`src/hw/rtl/bfiq_pkg.sv`:
```
// Shared types, hash constants and the hash function for the bloom filter.
package bfiq_pkg;

    // Item command codes
    localparam logic CMD_ADD   = 1'b0;
    localparam logic CMD_QUERY = 1'b1;

    // Multiplicative hash constants (a, b) for the three hashes
    localparam logic [31:0] MUL_0 = 32'd31;
    localparam logic [31:0] ADD_0 = 32'd1150616525;
    localparam logic [31:0] MUL_1 = 32'd23;
    localparam logic [31:0] ADD_1 = 32'd572251735;
    localparam logic [31:0] MUL_2 = 32'd47;
    localparam logic [31:0] ADD_2 = 32'd258054038;

    typedef enum logic [1:0] {
        H_SEL_0,
        H_SEL_1,
        H_SEL_2
    } t_hash_sel;

    typedef enum logic [2:0] {
        S_CLEAR,
        S_IDLE,
        S_ACC0,
        S_ACC1,
        S_ACC2,
        S_FIN
    } t_state;

    // Controller to datapath
    typedef struct packed {
        logic      load;      // take the offered item, compute first address
        logic      clr_step;  // clear one word of the store
        logic      access;    // store access at the current bit address
        logic      hash_upd;  // compute the next address from the held key
        t_hash_sel hash_sel;
        logic      check;     // fold the previous read bit into the running AND
        logic      out_load;  // load the query answer into the output register
    } t_dp_cmd;

    // Datapath to controller
    typedef struct packed {
        logic clr_last;
        logic is_query;
        logic out_free;
    } t_dp_sts;

    // Only the low 32 bits of each product/sum reach the address, so the
    // 64-bit wrap of the full hash never matters here.
    function automatic logic [31:0] hash_mix(input logic [63:0] key, input t_hash_sel sel);
        logic [31:0] a;
        logic [31:0] b;
        logic [31:0] x;
        logic [31:0] y;
        unique case (sel)
            H_SEL_0: begin
                a = MUL_0;
                b = ADD_0;
            end
            H_SEL_1: begin
                a = MUL_1;
                b = ADD_1;
            end
            H_SEL_2: begin
                a = MUL_2;
                b = ADD_2;
            end
            default: begin
                a = MUL_0;
                b = ADD_0;
            end
        endcase
        x = key[63:32] * a + b;
        y = key[31:0] * a + b;
        return x ^ y;
    endfunction

endpackage

```
`src/hw/rtl/bfiq_ctrl.sv`:
```
// Controller state machine: clearing pass, three store accesses per item, result hand-off.
module bfiq_ctrl
    import bfiq_pkg::*;
(
    input  logic    i_clk,
    input  logic    i_rst_n,
    input  logic    i_valid,
    input  t_dp_sts i_sts,
    output logic    o_ready,
    output t_dp_cmd o_cmd
);

    t_state r_state;
    t_state n_state;

    // State register
    always_ff @(posedge i_clk) begin
        if (!i_rst_n) begin
            r_state <= S_CLEAR;
        end else begin
            r_state <= n_state;
        end
    end

    // Next state
    always_comb begin
        n_state = r_state;
        unique case (r_state)
            S_CLEAR: begin
                if (i_sts.clr_last) n_state = S_IDLE;
            end
            S_IDLE: begin
                if (i_valid) n_state = S_ACC0;
            end
            S_ACC0: n_state = S_ACC1;
            S_ACC1: n_state = S_ACC2;
            S_ACC2: begin
                if (i_sts.is_query) begin
                    n_state = S_FIN;
                end else begin
                    n_state = i_valid ? S_ACC0 : S_IDLE;
                end
            end
            S_FIN: begin
                if (i_sts.out_free) n_state = i_valid ? S_ACC0 : S_IDLE;
            end
            default: n_state = S_IDLE;
        endcase
    end

    // Outputs
    always_comb begin
        o_ready = 1'b0;
        o_cmd   = '0;
        unique case (r_state)
            S_CLEAR: begin
                o_cmd.clr_step = 1'b1;
            end
            S_IDLE: begin
                o_ready = 1'b1;
            end
            S_ACC0: begin
                o_cmd.access   = 1'b1;
                o_cmd.hash_upd = 1'b1;
                o_cmd.hash_sel = H_SEL_1;
            end
            S_ACC1: begin
                o_cmd.access   = 1'b1;
                o_cmd.hash_upd = 1'b1;
                o_cmd.hash_sel = H_SEL_2;
                o_cmd.check    = 1'b1;
            end
            S_ACC2: begin
                o_cmd.access = 1'b1;
                o_cmd.check  = 1'b1;
                o_ready      = !i_sts.is_query;
            end
            S_FIN: begin
                o_cmd.out_load = i_sts.out_free;
                o_ready        = i_sts.out_free;
            end
            default: begin
                o_ready = 1'b0;
            end
        endcase
        o_cmd.load = o_ready && i_valid;
    end

endmodule

```
`config.mk`:
```
export PLATFORM = sky130hd
export DESIGN_NAME = bfiq_ctrl
export DESIGN_NICKNAME = d
export VERILOG_FILES = /design/src/hw/rtl/bfiq_pkg.sv /design/src/hw/rtl/bfiq_ctrl.sv
export SDC_FILE = /design/constraint.sdc
export NUM_CORES = 1
export LEC_CHECK = 0
export BUFFER_PORTS_ARGS = -buffer_cell sky130_fd_sc_hd__buf_2
export CORE_AREA = 4 4 41 43
export CTS_CLUSTER_DIAMETER = 50
export DETAILED_ROUTE_END_ITERATION = 10
export DIE_AREA = 0 0 45 47
export HOLD_SLACK_MARGIN = 0.15
export SETUP_SLACK_MARGIN = 0.05
export SYNTH_ARGS = -nofsm -noshare
export SYNTH_HDL_FRONTEND = slang
export SYNTH_SLANG_ARGS = --single-unit
```
`constraint.sdc`:
```
create_clock -name i_clk -period 1.55 [get_ports i_clk]
set_clock_uncertainty 0.2 [all_clocks]
set_input_delay 0.155 -clock i_clk [delete_from_list [all_inputs] [get_ports i_clk]]
set_output_delay 0.155 -clock i_clk [all_outputs]
set_load 0.01 [all_outputs]
```
# [Yosys cells after proc, flatten, opt, wreduce, memory -nomap -nowiden]
# Cells that the tools add are included.
[word_totals] inputBits=6 register_bits=3 rom_bits=0 n_memories=0 mem_bits_rw=0 latchBits=0
[op_classes] n_shift=0 reduce_logical=6 bitwise_logic=0 magnitude_cmp=0 addsub=0 n_div=0 n_mul=0 muxes=12 n_eq_ne=8
[op_table] op="3-bit one-hot mux with 6 select lines" count=1
[op_table] op="3-bit two-way mux" count=4
[op_table] op="3-bit by 2-bit == test with 1-bit output (second input constant)" count=2
[op_table] op="3-bit == test (second input constant)" count=2
[op_table] op="2-bit inequality test (second input constant)" count=3
[op_table] op="3-bit one-hot mux with 2 select lines" count=1
[op_table] op="1-bit two-way mux" count=4
[op_table] op="3-bit by 1-bit == test with 1-bit output (second input constant)" count=1
[op_table] op="3-bit zero test" count=1
[op_table] op="1-bit one-hot mux with 3 select lines" count=1
[op_table] op="3-bit AND reduction" count=1
[op_table] op="3-bit OR reduction" count=1
[op_table] op="2-bit two-way mux" count=1
[op_table] op="2-bit OR reduction" count=1
[op_table] op="1-bit logical AND" count=1
[op_table] op="1-bit zero test" count=1

# [Logic depth before layout (Yosys ltp)]
[depth] ltp_word=3 depth_mapped=7

# [Worst setup path after synthesis]
# Ideal clock, no wire load.
[synth_path] kind="register -> output" start="reg r_state[1]" end="out o_cmd[7] (netlist bit)" t_arrival_ns=1.352 setup_slack_ns=-0.157 path_stages_with_launch=8 t_required_ns=1.195 path_cell_list="dfxtp_1 buf_2 inv_1 ha_1 and2_1 o21ai_1 a21oi_2 and2_1"
[synth_lines] element="from (decl)" line="bfiq_ctrl.sv:13" rtl="t_state r_state;"
[synth_lines] element="from (signal assigned)" line="bfiq_ctrl.sv:21" rtl="r_state <= n_state;"
[synth_lines] element="to (decl)" line="bfiq_ctrl.sv:10" rtl="output t_dp_cmd o_cmd"

==> qor.csv <==
metric,value,unit
Crit path top cell by count,and2_4,
Gate power share,0.603,
Tot Pwr,672.4,uW
pre-CTS WS,-0.01416,ns
max-cap viol count,0,
slowest cell delay on critical path,0.34,ns
remaining antenna violation count,0,
WL/cell,13.65,um
final setup violation count,8,
Crit path arrival time,1.32,ns
TritonCTS clock tree,built,
"Req. time, crit path",1.19,ns
CTS buffer count,3,
NetSw,259.4,uW
pin count of the biggest net entering global routing,12,
Leak,0.0003269,uW
Core Area,1301,sq um
Vias/cell,5.097,
Tot GR Track Use,0.1302,
Largest Register,r_state,
GP Congestion,0.8709,
Clock Path Buffers,2,
worst hold path type,in -> reg,
power density over the cells,984.3,nW/um^2
Reg power frac,0.193,
H-tree Lvls,1,
Pre-antenna DRT Iters,3,
WL final,1.269,mm
gr ovfl total,0,
worst hold slack,0.1903,ns
ys flop type,dfxtp_1,
routed vias,474,
internal power,413.1,uW
Peak supply drop,543.2,uV
Post-synth EDFFs,0,
max FFs per register,3,
failing checks,setup timing,
cell count after synthesis,48,
post-synth net total,56,
global-route wire length before repair,1.980,mm
Die W,45,um
"CP delay by family, top",flip-flops,
root buf cell,clkbuf_4,
DRT iter0 DRCs,4,
Syn Area/Cell,7.559,sq um
worst-path fanout max,2,
final worst path period share,1.079,
sequential-to-total area share from yosys stat,0.1655,
clock power share,0.204,
RSZ-0062 raised after global routing,true,
synth warn,0,
crit path cell chain,"inv_4, ha_4, and2_4, o21ai_2, a21oi_2, and2_4, buf_6",
initial antenna violation count,0,
"flops & latches, synth",3,
Worst setup SP type,flip-flop,
final hold violations,0,
fin crit period,1.673,ns
CTS Sinks,3,
"Core Util, Final",0.5250,
Skew-Pair Late Insertion Delay,0.23,ns
Initial Util,0.2788,
CP max stage cell,dfxtp_2,
Crit Path Class,reg -> out,
relative slew slack,0.8111,
# DRC,0,
Synth Cell Area,362.8,sq um
DP Wirelength,788.5,um
full die area,2115,sq um
Setup crit end kind,output port,
# port buffers,14,
antenna cells,0,
post-synthesis cell type count,27,
P&R area growth vs syn,88.28,%
worst-margin pin slew,0.2797,ns
Largest regs,r_state (3),
switch share,0.3857,
io pins,15,
vias in the first global route,449,
Pins Over Slew Limit,0,
die height,47,um
Clock transition at path regs,0.04,ns
final worst slack,-0.1228,ns
Buf/Inv on CP,2,
share of post-route cells with drive strength above 1,0.6282,
Final nets,87,
status,finished with violations,
Max Freq,597.8,MHz
ys async rst share,0,
Row Count,13,
[kinds of logic after synthesis]
logic type | Yosys count | synth area share
muxes | 2 | 0.07240
adders and majority gates | 2 | 0.06895
AOI/OAI and AO/OA | 16 | 0.3035
and+or+nand+nor | 19 | 0.3000
DFF | 3 | 0.1655
buffers and inverters | 6 | 0.08965
[path summary, 6_finish.rpt]
path              start          to  slack (ns)  depth (start not counted)
min reg2reg  r_state[1]  r_state[2]        0.51                          4
min             i_valid  r_state[2]        0.19                          3
max reg2reg  r_state[1]  r_state[2]       -0.01                          7
max          r_state[1]    o_cmd[7]       -0.12                          7
[placed cells by master (no fill, tap or decap), types with 2 or more instances in the layout]
cell           Yosys  layout
and3_1             2       2
buf_2              2      11
inv_4              0       2
and2_4             0       2
a21oi_1            4       2
clkbuf_4           0       3
buf_4              0       7
o21ai_0            4       2
o21ai_1            1       2
dlygate4sd3_1      0       3
and2b_1            3       2
nand2_1            4       3
buf_6              1       8
a21oi_2            1       3
nor3_2             0       2
dfxtp_2            0       2
[metrics by stage]
stage	TNS, ns	instances	instance area [sq um]
after global placement	0	78	479.2
after floorplan	0	48	387.9
after global routing	-0.9593	93	683.2
final	-0.4504	93	683.2
after detailed placement	-0.01416	78	479.2
after CTS	-0.5068	92	633.1
[power by group through the flow]
stage | combinational, uW | clock [uW] | sequential, uW
floorplan | 219 | 0 | 112
global placement | 297 | 0 | 122
detailed placement | 298 | 0 | 124
CTS | 373 | 143 | 128
global route | 438 | 154 | 135
finish | 405 | 137 | 130
[synthesized netlist by cell type, types with 2 or more instances]
cell     n  area (sq um)
a21oi_1  4         20.02
and2_1   2         12.51
and2b_1  3         22.52
and3_1   2         12.51
buf_2    2         10.01
dfxtp_1  3         60.06
ha_1     2         25.02
inv_1    2         7.510
nand2_1  4         15.01
nor2_1   2         7.510
nor3_1   3         15.01
o21ai_0  4         20.02
[cell type report]
| cell class | instances | area (sq um) |
|---|---|---|
| Fill cell | 132 | 618.1 |
| Multi-Input combinational cell | 39 | 327.8 |
| Timing Repair Buffer | 29 | 227.7 |
| Sequential cell | 3 | 66.31 |
| Clock buffer | 4 | 26.28 |
| Tap cell | 15 | 18.77 |
| Inverter | 3 | 16.27 |
[routing by layer]
layer  GRT usage  vias to the layer above  routed length, um
li1            -                      237                  -
met1      0.1542                      221                542
met2      0.2175                       16                624
met3     0.06130                        0                102
met4     0.02339                        0                  0
met5           0                        -                  0
[what timing repair did]
item | CTS | global route
setup buffers | 7 | 2
hold endpoints to repair | 3 | 0
hold buffers | 3 | 0
pin swaps | 9 | 5
setup endpoints to repair | 12 | 12
gates resized for setup | 16 | 11
[tightest hold or removal path, cell delays in order]
cell and delay (ns):
buf_2 0.14, mux2_2 0.16, o311a_1 0.13
Note: power is estimated with default switching activity, not from simulation.
